File: config.mk
export PLATFORM = sky130hd
export DESIGN_NAME = dda_line_rasterizer_unit_flat
export DESIGN_NICKNAME = d
export VERILOG_FILES = /design/src/rtl/dda_pkg.sv /design/src/rtl/dda_ifs.sv /design/src/rtl/dda_div.sv /design/src/rtl/dda_line_rasterizer_unit.sv /design/src/flat_wrapper.sv
export SDC_FILE = /design/constraint.sdc
export NUM_CORES = 1
export LEC_CHECK = 0
export BUFFER_PORTS_ARGS = -buffer_cell sky130_fd_sc_hd__buf_2
export CORE_MARGIN = 5
export CORE_UTILIZATION = 60
export CTS_CLUSTER_DIAMETER = 120
export DETAILED_ROUTE_END_ITERATION = 12
export GPL_ROUTABILITY_DRIVEN = 0
export MAX_ROUTING_LAYER = met4
export PLACE_DENSITY = 0.85
export SYNTH_ARGS = -nofsm -noshare
export SYNTH_HDL_FRONTEND = slang
export SYNTH_SLANG_ARGS = --single-unit
export TNS_END_PERCENT = 1
File: constraint.sdc
create_clock -name clock -period 10.8 [get_ports clock]
set_clock_uncertainty 0.05 [all_clocks]
set_input_delay 1.08 -clock clock [delete_from_list [all_inputs] [get_ports clock]]
set_output_delay 1.08 -clock clock [all_outputs]
set_load 0.005 [all_outputs]
File: src/rtl/dda_pkg.sv
// Shared widths, types and state codes for the DDA line rasterizer.
package dda_pkg;

   // Port coordinates: signed fixed point with FRAC_BITS fraction bits.
   localparam int COORD_WIDTH = 19;
   localparam int FRAC_BITS   = 8;
   // Extra fraction bits kept in the accumulators and increments.
   localparam int ACC_EXTRA   = 8;

   // Endpoint difference, its magnitude and the accumulator width.
   localparam int DIFF_W = COORD_WIDTH + 1;
   localparam int MAG_W  = COORD_WIDTH;
   localparam int ACC_W  = COORD_WIDTH + ACC_EXTRA + 1;
   // Increment magnitude stays below 2^(FRAC_BITS + ACC_EXTRA + 1).
   localparam int INC_W  = FRAC_BITS + ACC_EXTRA + 2;
   // Step counter and the largest step count.
   localparam int CNT_W  = 12;
   localparam int STEP_W = MAG_W - FRAC_BITS;

   // Divider operand widths and iteration counter.
   localparam int DVD_W   = MAG_W + ACC_EXTRA;
   localparam int DITER_W = $clog2(DVD_W);

   typedef logic signed [COORD_WIDTH-1:0] coord_type;

   // Request codes carried in req_type.
   localparam logic REQ_START = 1'b0;
   localparam logic REQ_STEP  = 1'b1;

   // Sequencer states.
   typedef enum logic [1:0] {
      ST_IDLE,
      ST_DIV_X,
      ST_DIV_Y
   } dda_state_type;

   // Command to the shared divider.
   typedef struct packed {
      logic             start;
      logic [DVD_W-1:0] dividend;
      logic [CNT_W-1:0] divisor;
   } div_req_type;

   // Status from the shared divider.
   typedef struct packed {
      logic             done;
      logic [DVD_W-1:0] quotient;
   } div_rsp_type;

endpackage

File: src/rtl/dda_ifs.sv
// Valid/ready channel interfaces for the request and response items.
interface dda_req_if (input logic clock);
   import dda_pkg::*;

   logic      valid;
   logic      ready;
   logic      req_type;
   coord_type start_x;
   coord_type start_y;
   coord_type end_x;
   coord_type end_y;

   modport source (output valid, req_type, start_x, start_y, end_x, end_y, input ready);
   modport sink   (input valid, req_type, start_x, start_y, end_x, end_y, output ready);
endinterface

interface dda_rsp_if (input logic clock);
   import dda_pkg::*;

   logic      valid;
   logic      ready;
   coord_type point_x;
   coord_type point_y;
   logic      point_valid;
   logic      last_point;

   modport source (output valid, point_x, point_y, point_valid, last_point, input ready);
   modport sink   (input valid, point_x, point_y, point_valid, last_point, output ready);
endinterface

File: src/rtl/dda_div.sv
// Restoring divider that produces one quotient bit per cycle.
module dda_div (
   input  logic                clock,
   input  logic                reset,
   input  dda_pkg::div_req_type div_req,
   output dda_pkg::div_rsp_type div_rsp
);
   import dda_pkg::*;

   logic               busy_ff, busy_in;
   logic               done_ff, done_in;
   logic [DITER_W-1:0] iter_ff, iter_in;
   logic [CNT_W-1:0]   rem_ff, rem_in;
   logic [DVD_W-1:0]   quo_ff, quo_in;
   logic [CNT_W-1:0]   divisor_ff, divisor_in;
   logic [CNT_W:0]     rem_shift;
   logic [CNT_W:0]     rem_diff;
   logic               rem_ge;

   // One shift, compare and subtract per cycle.
   assign rem_shift = {rem_ff, quo_ff[DVD_W-1]};
   assign rem_diff  = rem_shift - {1'b0, divisor_ff};
   assign rem_ge    = (rem_shift >= {1'b0, divisor_ff});

   // Load a new division or advance the current one.
   always_comb begin
      busy_in    = busy_ff;
      done_in    = 1'b0;
      iter_in    = iter_ff;
      rem_in     = rem_ff;
      quo_in     = quo_ff;
      divisor_in = divisor_ff;
      if (div_req.start) begin
         busy_in    = 1'b1;
         iter_in    = '0;
         rem_in     = '0;
         quo_in     = div_req.dividend;
         divisor_in = div_req.divisor;
      end else if (busy_ff) begin
         rem_in  = rem_ge ? rem_diff[CNT_W-1:0] : rem_shift[CNT_W-1:0];
         quo_in  = {quo_ff[DVD_W-2:0], rem_ge};
         iter_in = iter_ff + 1'b1;
         if (iter_ff == DITER_W'(DVD_W - 1)) begin
            busy_in = 1'b0;
            done_in = 1'b1;
         end
      end
   end

   always_ff @(posedge clock) begin
      if (reset) begin
         busy_ff <= 1'b0;
         done_ff <= 1'b0;
      end else begin
         busy_ff <= busy_in;
         done_ff <= done_in;
      end
      iter_ff    <= iter_in;
      rem_ff     <= rem_in;
      quo_ff     <= quo_in;
      divisor_ff <= divisor_in;
   end

   assign div_rsp.done     = done_ff;
   assign div_rsp.quotient = quo_ff;

endmodule

File: src/rtl/dda_line_rasterizer_unit.sv
// DDA line rasterizer: loads a line, then emits one point per step item.
//
// Channels: req (sink) carries req_type and the two endpoints; rsp (source)
// carries point_x, point_y, point_valid and last_point. An item moves on a
// rising edge where valid and ready are both high.
// A start item (req_type 0) loads the endpoints and gives no response. The
// step count is the integer part of the larger of |dx| and |dy|; the x and
// y increments come from one shared restoring divider, one quotient bit per
// cycle, x first and then y. A start item therefore keeps req.ready low
// until both the x and the y division are done, or not at all when the
// step count is zero (the line is dropped at once).
// A step item (req_type 1) is handled in the cycle it is taken: its response
// sits in an output register on the next cycle. One step item per cycle is
// sustained while the receiver takes responses. A step item without an
// active line gives a response with point_valid low and zero fields.
// When the receiver stalls, the response is held and req.ready stays low
// until it is taken. Reset is synchronous and active high; it empties the
// output register and leaves no line active.
module dda_line_rasterizer_unit (
   input logic      clock,
   input logic      reset,
   dda_req_if.sink  req,
   dda_rsp_if.source rsp
);
   import dda_pkg::*;

   dda_state_type state_ff, state_in;

   logic signed [ACC_W-1:0] cur_x_ff, cur_x_in;
   logic signed [ACC_W-1:0] cur_y_ff, cur_y_in;
   logic signed [INC_W-1:0] inc_x_ff, inc_x_in;
   logic signed [INC_W-1:0] inc_y_ff, inc_y_in;
   logic [CNT_W-1:0]        steps_left_ff, steps_left_in;
   logic                    line_active_ff, line_active_in;
   logic                    neg_x_ff, neg_x_in;
   logic                    neg_y_ff, neg_y_in;
   logic [MAG_W-1:0]        mag_y_ff, mag_y_in;

   logic                    rsp_valid_ff, rsp_valid_in;
   coord_type               rsp_x_ff, rsp_x_in;
   coord_type               rsp_y_ff, rsp_y_in;
   logic                    rsp_pv_ff, rsp_pv_in;
   logic                    rsp_last_ff, rsp_last_in;

   logic                    req_fire;
   logic                    start_fire;
   logic                    step_fire;
   logic signed [DIFF_W-1:0] dx, dy;
   logic [MAG_W-1:0]        mag_x, mag_y;
   logic [MAG_W-1:0]        mag_max;
   logic [CNT_W-1:0]        steps_calc;
   logic signed [INC_W-1:0] quo_inc;

   div_req_type div_req;
   div_rsp_type div_rsp;

   dda_div u_div (
      .clock   (clock),
      .reset   (reset),
      .div_req (div_req),
      .div_rsp (div_rsp)
   );

   assign req_fire   = req.valid && req.ready;
   assign start_fire = req_fire && (req.req_type == REQ_START);
   assign step_fire  = req_fire && (req.req_type == REQ_STEP);

   // Endpoint differences, magnitudes and the step count.
   assign dx      = DIFF_W'(req.end_x) - DIFF_W'(req.start_x);
   assign dy      = DIFF_W'(req.end_y) - DIFF_W'(req.start_y);
   assign mag_x   = dx[DIFF_W-1] ? MAG_W'(-dx) : MAG_W'(dx);
   assign mag_y   = dy[DIFF_W-1] ? MAG_W'(-dy) : MAG_W'(dy);
   assign mag_max = (mag_x > mag_y) ? mag_x : mag_y;
   assign steps_calc = CNT_W'(mag_max[MAG_W-1:FRAC_BITS]);

   // The quotient magnitude fits INC_W - 1 bits; restore the sign.
   assign quo_inc = INC_W'(div_rsp.quotient);

   // Next state of the sequencer.
   always_comb begin
      state_in = state_ff;
      case (state_ff)
         ST_IDLE: begin
            if (start_fire && (steps_calc != '0)) begin
               state_in = ST_DIV_X;
            end
         end
         ST_DIV_X: begin
            if (div_rsp.done) begin
               state_in = ST_DIV_Y;
            end
         end
         ST_DIV_Y: begin
            if (div_rsp.done) begin
               state_in = ST_IDLE;
            end
         end
         default: state_in = ST_IDLE;
      endcase
   end

   // Sequencer outputs: handshake and divider commands.
   always_comb begin
      req.ready        = 1'b0;
      div_req.start    = 1'b0;
      div_req.dividend = {mag_x, {ACC_EXTRA{1'b0}}};
      div_req.divisor  = steps_calc;
      case (state_ff)
         ST_IDLE: begin
            req.ready     = !rsp_valid_ff || rsp.ready;
            div_req.start = start_fire && (steps_calc != '0);
         end
         ST_DIV_X: begin
            div_req.start    = div_rsp.done;
            div_req.dividend = {mag_y_ff, {ACC_EXTRA{1'b0}}};
            div_req.divisor  = steps_left_ff;
         end
         ST_DIV_Y: begin
            div_req.start = 1'b0;
         end
         default: begin
            div_req.start = 1'b0;
         end
      endcase
   end

   // Line state: load on a start item, advance on a step item, and take the
   // increments as the divider finishes.
   always_comb begin
      cur_x_in       = cur_x_ff;
      cur_y_in       = cur_y_ff;
      inc_x_in       = inc_x_ff;
      inc_y_in       = inc_y_ff;
      steps_left_in  = steps_left_ff;
      line_active_in = line_active_ff;
      neg_x_in       = neg_x_ff;
      neg_y_in       = neg_y_ff;
      mag_y_in       = mag_y_ff;
      if (start_fire) begin
         cur_x_in       = ACC_W'(signed'({req.start_x, {ACC_EXTRA{1'b0}}}));
         cur_y_in       = ACC_W'(signed'({req.start_y, {ACC_EXTRA{1'b0}}}));
         inc_x_in       = '0;
         inc_y_in       = '0;
         steps_left_in  = steps_calc;
         line_active_in = 1'b0;
         neg_x_in       = dx[DIFF_W-1];
         neg_y_in       = dy[DIFF_W-1];
         mag_y_in       = mag_y;
      end else if (step_fire && line_active_ff) begin
         cur_x_in      = cur_x_ff + ACC_W'(inc_x_ff);
         cur_y_in      = cur_y_ff + ACC_W'(inc_y_ff);
         steps_left_in = steps_left_ff - 1'b1;
         if (steps_left_ff == CNT_W'(1)) begin
            line_active_in = 1'b0;
         end
      end
      if ((state_ff == ST_DIV_X) && div_rsp.done) begin
         inc_x_in = neg_x_ff ? -quo_inc : quo_inc;
      end
      if ((state_ff == ST_DIV_Y) && div_rsp.done) begin
         inc_y_in       = neg_y_ff ? -quo_inc : quo_inc;
         line_active_in = 1'b1;
      end
   end

   // Output register: filled by a step item, emptied when taken.
   always_comb begin
      rsp_valid_in = rsp_valid_ff && !rsp.ready;
      rsp_x_in     = rsp_x_ff;
      rsp_y_in     = rsp_y_ff;
      rsp_pv_in    = rsp_pv_ff;
      rsp_last_in  = rsp_last_ff;
      if (step_fire) begin
         rsp_valid_in = 1'b1;
         if (line_active_ff) begin
            rsp_x_in    = cur_x_ff[ACC_EXTRA +: COORD_WIDTH];
            rsp_y_in    = cur_y_ff[ACC_EXTRA +: COORD_WIDTH];
            rsp_pv_in   = 1'b1;
            rsp_last_in = (steps_left_ff == CNT_W'(1));
         end else begin
            rsp_x_in    = '0;
            rsp_y_in    = '0;
            rsp_pv_in   = 1'b0;
            rsp_last_in = 1'b0;
         end
      end
   end

   always_ff @(posedge clock) begin
      if (reset) begin
         state_ff       <= ST_IDLE;
         steps_left_ff  <= '0;
         line_active_ff <= 1'b0;
         rsp_valid_ff   <= 1'b0;
      end else begin
         state_ff       <= state_in;
         steps_left_ff  <= steps_left_in;
         line_active_ff <= line_active_in;
         rsp_valid_ff   <= rsp_valid_in;
      end
      cur_x_ff    <= cur_x_in;
      cur_y_ff    <= cur_y_in;
      inc_x_ff    <= inc_x_in;
      inc_y_ff    <= inc_y_in;
      neg_x_ff    <= neg_x_in;
      neg_y_ff    <= neg_y_in;
      mag_y_ff    <= mag_y_in;
      rsp_x_ff    <= rsp_x_in;
      rsp_y_ff    <= rsp_y_in;
      rsp_pv_ff   <= rsp_pv_in;
      rsp_last_ff <= rsp_last_in;
   end

   assign rsp.valid       = rsp_valid_ff;
   assign rsp.point_x     = rsp_x_ff;
   assign rsp.point_y     = rsp_y_ff;
   assign rsp.point_valid = rsp_pv_ff;
   assign rsp.last_point  = rsp_last_ff;

   // An active line always has points left to emit.
   a_active_has_steps: assert property (@(posedge clock) disable iff (reset)
      line_active_ff |-> (steps_left_ff != '0))
      else $error("active line with no steps left");

   // The divider only finishes while the sequencer waits for it.
   a_done_in_div: assert property (@(posedge clock) disable iff (reset)
      div_rsp.done |-> ((state_ff == ST_DIV_X) || (state_ff == ST_DIV_Y)))
      else $error("divider finished outside a division state");

   // The second division completes the load and activates the line.
   a_load_activates: assert property (@(posedge clock) disable iff (reset)
      ((state_ff == ST_DIV_Y) && div_rsp.done) |=> (line_active_ff && (state_ff == ST_IDLE)))
      else $error("line not active after increments were loaded");

endmodule

File: src/flat_wrapper.sv
// flat-port wrapper written by rule: the top's interface ports become plain ports
module dda_line_rasterizer_unit_flat import dda_pkg::*;
  (clock, reset, req_valid, req_req_type, req_start_x, req_start_y, req_end_x, req_end_y, req_ready, rsp_valid, rsp_point_x, rsp_point_y, rsp_point_valid, rsp_last_point, rsp_ready);
  dda_req_if req_i (.clock(clock));
  dda_rsp_if rsp_i (.clock(clock));
  input logic clock;
  input logic reset;
  input wire logic [$bits(req_i.valid)-1:0] req_valid;
  input wire logic [$bits(req_i.req_type)-1:0] req_req_type;
  input wire logic [$bits(req_i.start_x)-1:0] req_start_x;
  input wire logic [$bits(req_i.start_y)-1:0] req_start_y;
  input wire logic [$bits(req_i.end_x)-1:0] req_end_x;
  input wire logic [$bits(req_i.end_y)-1:0] req_end_y;
  output wire logic [$bits(req_i.ready)-1:0] req_ready;
  output wire logic [$bits(rsp_i.valid)-1:0] rsp_valid;
  output wire logic [$bits(rsp_i.point_x)-1:0] rsp_point_x;
  output wire logic [$bits(rsp_i.point_y)-1:0] rsp_point_y;
  output wire logic [$bits(rsp_i.point_valid)-1:0] rsp_point_valid;
  output wire logic [$bits(rsp_i.last_point)-1:0] rsp_last_point;
  input wire logic [$bits(rsp_i.ready)-1:0] rsp_ready;
  assign req_i.valid = req_valid;
  assign req_i.req_type = req_req_type;
  assign req_i.start_x = req_start_x;
  assign req_i.start_y = req_start_y;
  assign req_i.end_x = req_end_x;
  assign req_i.end_y = req_end_y;
  assign req_ready = req_i.ready;
  assign rsp_valid = rsp_i.valid;
  assign rsp_point_x = rsp_i.point_x;
  assign rsp_point_y = rsp_i.point_y;
  assign rsp_point_valid = rsp_i.point_valid;
  assign rsp_last_point = rsp_i.last_point;
  assign rsp_i.ready = rsp_ready;
  dda_line_rasterizer_unit u_core (.clock(clock), .reset(reset), .req(req_i), .rsp(rsp_i));
endmodule
* Yosys cells after proc, flatten, opt, wreduce, memory -nomap -nowiden *
Cells that the tools add are included.

word-level totals
  register bits after elaboration = 227
  bits of input ports = 81
  output and inout bits = 42
  word-level logic and storage cells = 103

cells by class
  add/subtract/negate cells = 10
  magnitude comparators = 2
  equal/unequal tests = 7
  mux-type cells = 34
  bitwise operators = 2
  reduce and logical (&&, ||, !) cells = 23

operators by type and width
  kind                                                                   number
  28-bit 2-to-1 mux                                                      4
  18-bit 2-to-1 mux                                                      5
  19-bit 2-to-1 mux                                                      3
  28-bit by 18-bit adder with 28-bit output                              2
  27-bit 2-to-1 mux                                                      2
  19-bit by 19-bit subtractor with 20-bit output                         2
  39-bit 2-to-1 mux                                                      1
  19-bit negation                                                        2
  11-bit 2-to-1 mux                                                      2
  19-bit greater-than comparator                                         1
  18-bit negation                                                        1
  13-bit by 12-bit greater-or-equal comparator with 1-bit output         1
  12-bit by 1-bit == test with 1-bit output (second input constant)      1
  12-bit 2-to-1 mux                                                      1
  12-bit nonzero test                                                    1
  12-bit by 1-bit subtractor with 12-bit output (second input constant)  1
  12-bit subtractor                                                      1
  1-bit 2-to-1 mux                                                       11
  1-bit logical AND                                                      8
  2-bit nonzero test                                                     4
  2-bit 2-to-1 mux                                                       3
  2-bit case mux with 3 select lines                                     1
  3-bit nonzero test                                                     2
  5-bit by 1-bit adder with 5-bit output (second input constant)         1
  other kinds (14)                                                       17

* Logic depth before layout (Yosys ltp) *
  depth in word-level cells = 9
  depth in mapped cells = 31
  depth with buffers taken out = 25

* Modules after synthesis *
Synthesis repeated with hierarchy kept, for this count alone.

second synthesis, totals
  cell total of the unflattened synthesis = 1,718
  area, all modules = 16,154.2 um^2

by module, submodules not included
  module                    instances  cells each  area each (um^2)  seq. area each (um^2)
  dda_line_rasterizer_unit  1          1,467       13,135.1          4,694.5
  dda_div                   1          251         3,019.1           1,551.5

* Least setup slack after synthesis *
Ideal clock, no wire load.

  kind = input port to flip-flop
  start point = input port req_end_x[0]
  end point = register u_core.u_div.quo_ff[0] (enable)
  library setup time = 0.516 ns
  data arrival time = 7.037 ns
  required time = 10.234 ns
  slack = 3.197 ns
  stages on the path = 24
  path buffers = 3
  cells stage by stage = inv_1 > ha_1 > fa_1 > nor2b_1 > o211a_1 > o21ai_0 > a211oi_1 > nand2_1 > a211oi_4 > nand2_2 > nor3b_1 > mux2_2 > ha_1 > nand3_1 > or3_1 > o221a_2 > or2_2 > clkbuf_1 > clkbuf_1 > nor4_1 > a31oi_1 > o31ai_2 > buf_2 > nand3_1

between the ends
  longest elaborated chain between the ends = 9

ends and longest elaborated chain
  item                                                line                             source
  from (decl)                                         flat_wrapper.sv:12               input wire logic [$bits(req_i.end_x)-1:0] req_end_x;
  19-bit by 19-bit subtractor with 20-bit output (*)  dda_line_rasterizer_unit.sv:69   assign dx = DIFF_W'(req.end_x) - DIFF_W'(req.start_x);
  19-bit negation                                     dda_line_rasterizer_unit.sv:71   assign mag_x = dx[DIFF_W-1] ? MAG_W'(-dx) : MAG_W'(dx);
  19-bit 2-to-1 mux (*)                               dda_line_rasterizer_unit.sv:71
  19-bit greater-than comparator                      dda_line_rasterizer_unit.sv:73   assign mag_max = (mag_x > mag_y) ? mag_x : mag_y;
  19-bit 2-to-1 mux (*)                               dda_line_rasterizer_unit.sv:73
  12-bit nonzero test (*)                             dda_line_rasterizer_unit.sv:111  div_req.start = start_fire && (steps_calc != '0);
  1-bit logical AND (*)                               dda_line_rasterizer_unit.sv:111
  1-bit case mux with 2 select lines (*)              dda_line_rasterizer_unit.sv:108  case (state_ff)
  2-bit nonzero test (no source line) (*)             n/a
  to (signal assigned)                                dda_div.sv:60                    quo_ff <= quo_in;
  to (decl)                                           dda_div.sv:14                    logic [DVD_W-1:0] quo_ff, quo_in;

Mark *: on every way between the ends. The rest lies on a longest branch, timed or not.
A chain may end at the register's enable or synchronous reset.

==> flow_metrics.py <==
metrics = {
    "critical_path": {
        "start_kind": "input pin",
        "cp.arrival_ns": 7.76,
        "crit_path_end_kind": "flip-flop",
        "critPathMaxFanout": 40,
        "path_class": "in2reg",
        "crit_required_ns": 10.92,
    },
    "yosys": {
        "ys_seq_elements": 225,
        "syn-cell-area_um2": 16900,
        "synth_edf_count": 174,
        "synth.most_common_cell": "nor2_1",
        "synth.area.mux_share": 0.01651,
        "synth_ff_type": "edfxtp_1",
        "yosysTopAreaCell": "edfxtp_1",
        "synthCells": 1900,
        "yosysUniqueCellTypes": 93,
        "syn_area_per_cell_um2": 8.895,
        "synth_xor_area_frac": 0.07869,
        "synthTopCellsByArea": "edfxtp_1 31%, ha_1 9.5%, dfxtp_1 6.0%, xor2_1 4.1%, nor2_1 4.1%",
        "yosys_warnings": 0,
        "ys_top_cells_by_count": "184 x nor2_1, 174 x edfxtp_1, 156 x nand2_1, 132 x a21oi_1, 128 x ha_1",
        "yosysTopAreaCellShare": 0.3092,
        "syn_nets": 2114,
        "synthAdderAreaFrac": 0.1007,
        "synth_top_family_by_area": "simple AND/OR/NAND/NOR gates",
        "synthArstFlopShare": 0,
        "synth-compound-area-share": 0.1797,
        "synth-simple-area-share": 0.2040,
        "yosysSeqAreaShare": 0.3696,
    },
    "final_layout": {
        "final_core_util": 0.6709,
        "layout.nets": 2191,
        "drive_above_1_share": 0.1157,
        "synthToLayoutAreaGrowth_pct": 10.28,
        "instances_no_fill": 2376,
    },
    "power": {
        "power.net_switching_mw": 1.102,
        "combinationalPowerShare": 0.353,
        "pwr-share-seq": 0.351,
        "p_clk_frac": 0.296,
        "vdd_drop_max_mv": 0.1386,
        "intPower_mw": 2.021,
        "p_leak_nw": 7.877,
        "switching_share": 0.3529,
        "power.density_nw_per_um2": 167.6,
    },
    "floorplan": {
        "fp.dieW_um": 177.8,
        "fp.dieH_um": 177.8,
        "core_um2": 27780,
        "boundaryPins": 123,
        "num_rows": 61,
        "start_util": 0.6084,
        "die_area_um2": 31630,
    },
    "clocking": {
        "cts_resized": 0,
        "cts_htree_levels": 1,
        "numCtsBuffers": 26,
        "clk_latency_ns": 0.54,
        "clock_sinks": 225,
        "cts_buffer_depth": 3,
        "post_cts_buffers": 0,
        "cts_tree": "done",
        "cts_hold_buf": 0,
        "root_buffer": "clkbuf_16",
        "path_clk_slew_ns": 0.06,
    },
    "timing": {
        "fin_tns_setup_ns": 0,
        "rsz0062_at_grt": "false",
        "fmaxAchievable_ghz": 0.1308,
        "slew_viol_final": 0,
        "tightest_slew_ns": 1.060,
        "slew_headroom": 0.2926,
        "fin_ws_ns": 3.152,
        "post-route-period-util": 0.7081,
        "min_period_ns": 7.648,
        "hold_viol": 0,
        "finalSetupViolations": 0,
        "hold_slack_ns": 0.4068,
    },
    "route": {
        "viasPerCell": 6.380,
        "drt-initial-drc-count": 1718,
        "vias": 15160,
        "detail-route-antenna-nets": 0,
        "wire_per_inst_um": 19.45,
        "wirelength_um": 46210,
        "drc": 0,
        "drt-pass1-iter-count": 6,
    },
    "global_route": {
        "grt_pass1_vias": 14470,
        "grt_antenna_before_repair": 2,
        "grt_remaining_overflow": 0,
        "grt_max_degree": 79,
        "track_usage": 0.2903,
        "grt_pass1_wl_um": 72680,
    },
    "place": {
        "dp.final_hpwl_um": 33510,
        "placedCellCount": 2327,
        "numPortBuffers": 122,
        "dp_slack_ns": 2.798,
    },
    "status": {
        "status": "finished, final reports clean",
    },
    "run": {
        "cap_violations": 0,
    },
    "min_path": {
        "min_path_type": "reg2reg",
    },
}
==> registers in the layout (all words and copies together) (netlist names), 5 cells and up <==
name and flops:
u_core.cur_x_ff 27, u_core.cur_y_ff 27, u_core.inc_x_ff 18, u_core.inc_y_ff 18, u_core.mag_y_ff 19, u_core.rsp.point_x 19, u_core.rsp.point_y 19, u_core.steps_left_ff 12
u_core.u_div.divisor_ff 12, u_core.u_div.iter_ff 5, u_core.u_div.quo_ff 27, u_core.u_div.rem_ff 12
==> layout make-up <==
cell class	instances	area (um^2)
diodes	1	2.502
flip-flops and latches	225	6246
multi-input cells	1464	9824
clock buffers	41	820.8
inverters	123	461.7
clock inverters	7	87.58
fillers	2108	9143
repair buffers	137	723.2
well taps	378	473.0
==> metal layers <==
layer,global-route usage,share of wire,vias to the layer above
li1,-,-,7043
met3,0.03963,0.090,175
met4,0.1221,0.046,0
met1,0.3687,0.39,7104
met5,-,0,-
met2,0.4692,0.47,838
==> path summary, 6_finish.rpt <==
| check | from | end | slack (ns) | depth (start not counted) |
|---|---|---|---|---|
| setup / recovery | req_end_y[0] | u_core.u_div.divisor_ff[10] | 3.15 | 26 |
| hold / removal | u_core.cur_y_ff[6] | u_core.cur_y_ff[6] | 0.41 | 2 |
| setup reg to reg | u_core.inc_x_ff[0] | u_core.cur_x_ff[24] | 6.38 | 15 |
| hold reg to reg | u_core.cur_y_ff[6] | u_core.cur_y_ff[6] | 0.41 | 2 |
==> layout by cell type (no fill, tap or decap), types with 29 or more instances in the layout <==
cell and instances:
clkbuf_16 29, ha_1 128, o21ai_0 86, nand2_1 155, nand3_1 59, o22ai_1 44
nand2b_1 30, inv_1 122, buf_2 122, a21o_1 41, dfxtp_1 51, nor2_1 183
xor2_1 79, a21oi_1 132, xnor2_1 71, and2_1 48, nor3_1 43, edfxtp_1 174
==> stage by stage <==
stage                     area (um^2)  total power [mW]
final                           18640             3.124
after global routing            18640             3.274
after CTS                       18640             3.098
after detailed placement        17730             2.172
after global placement          17730             2.123
after floorplan                 16900             1.915
==> power by group through the flow <==
stage | Combinational, mW | Clock, mW | Sequential (mW)
4_1_cts | 1.07 | 0.931 | 1.09
3_3_place_gp | 1.01 | 0 | 1.11
2_1_floorplan | 0.825 | 0 | 1.09
3_5_place_dp | 1.06 | 0 | 1.11
5_1_grt | 1.20 | 0.970 | 1.10
6_report | 1.10 | 0.925 | 1.10
==> critical path: stages <==
cell and delay [ns]:
buf_2 0.07, inv_1 0.03, ha_1 0.21, fa_1 0.40, nand2b_1 0.20, a21o_1 0.20
nand3b_1 0.09, xor2_1 0.11, nor4b_1 0.75, nor2b_1 0.30, nand4_1 0.18, a2bb2oi_1 0.20
nor4_1 0.57, inv_1 0.10, ha_1 0.32, nand3_1 0.09, or3_1 0.39, o221a_2 0.31
or2_2 0.48, nand2b_1 0.21, nor4_1 0.24, o2111ai_2 0.15, buf_4 0.27, o31ai_2 0.21
buf_4 0.25, nand2_1 0.33
==> kinds of logic after synthesis <==
group	Yosys count
buf+inv	211
mux	27
fa+ha+maj	133
xor+xnor	151
flops	225
simple gates	687
compound gates	466
Power figures use the tool's default switching activity.
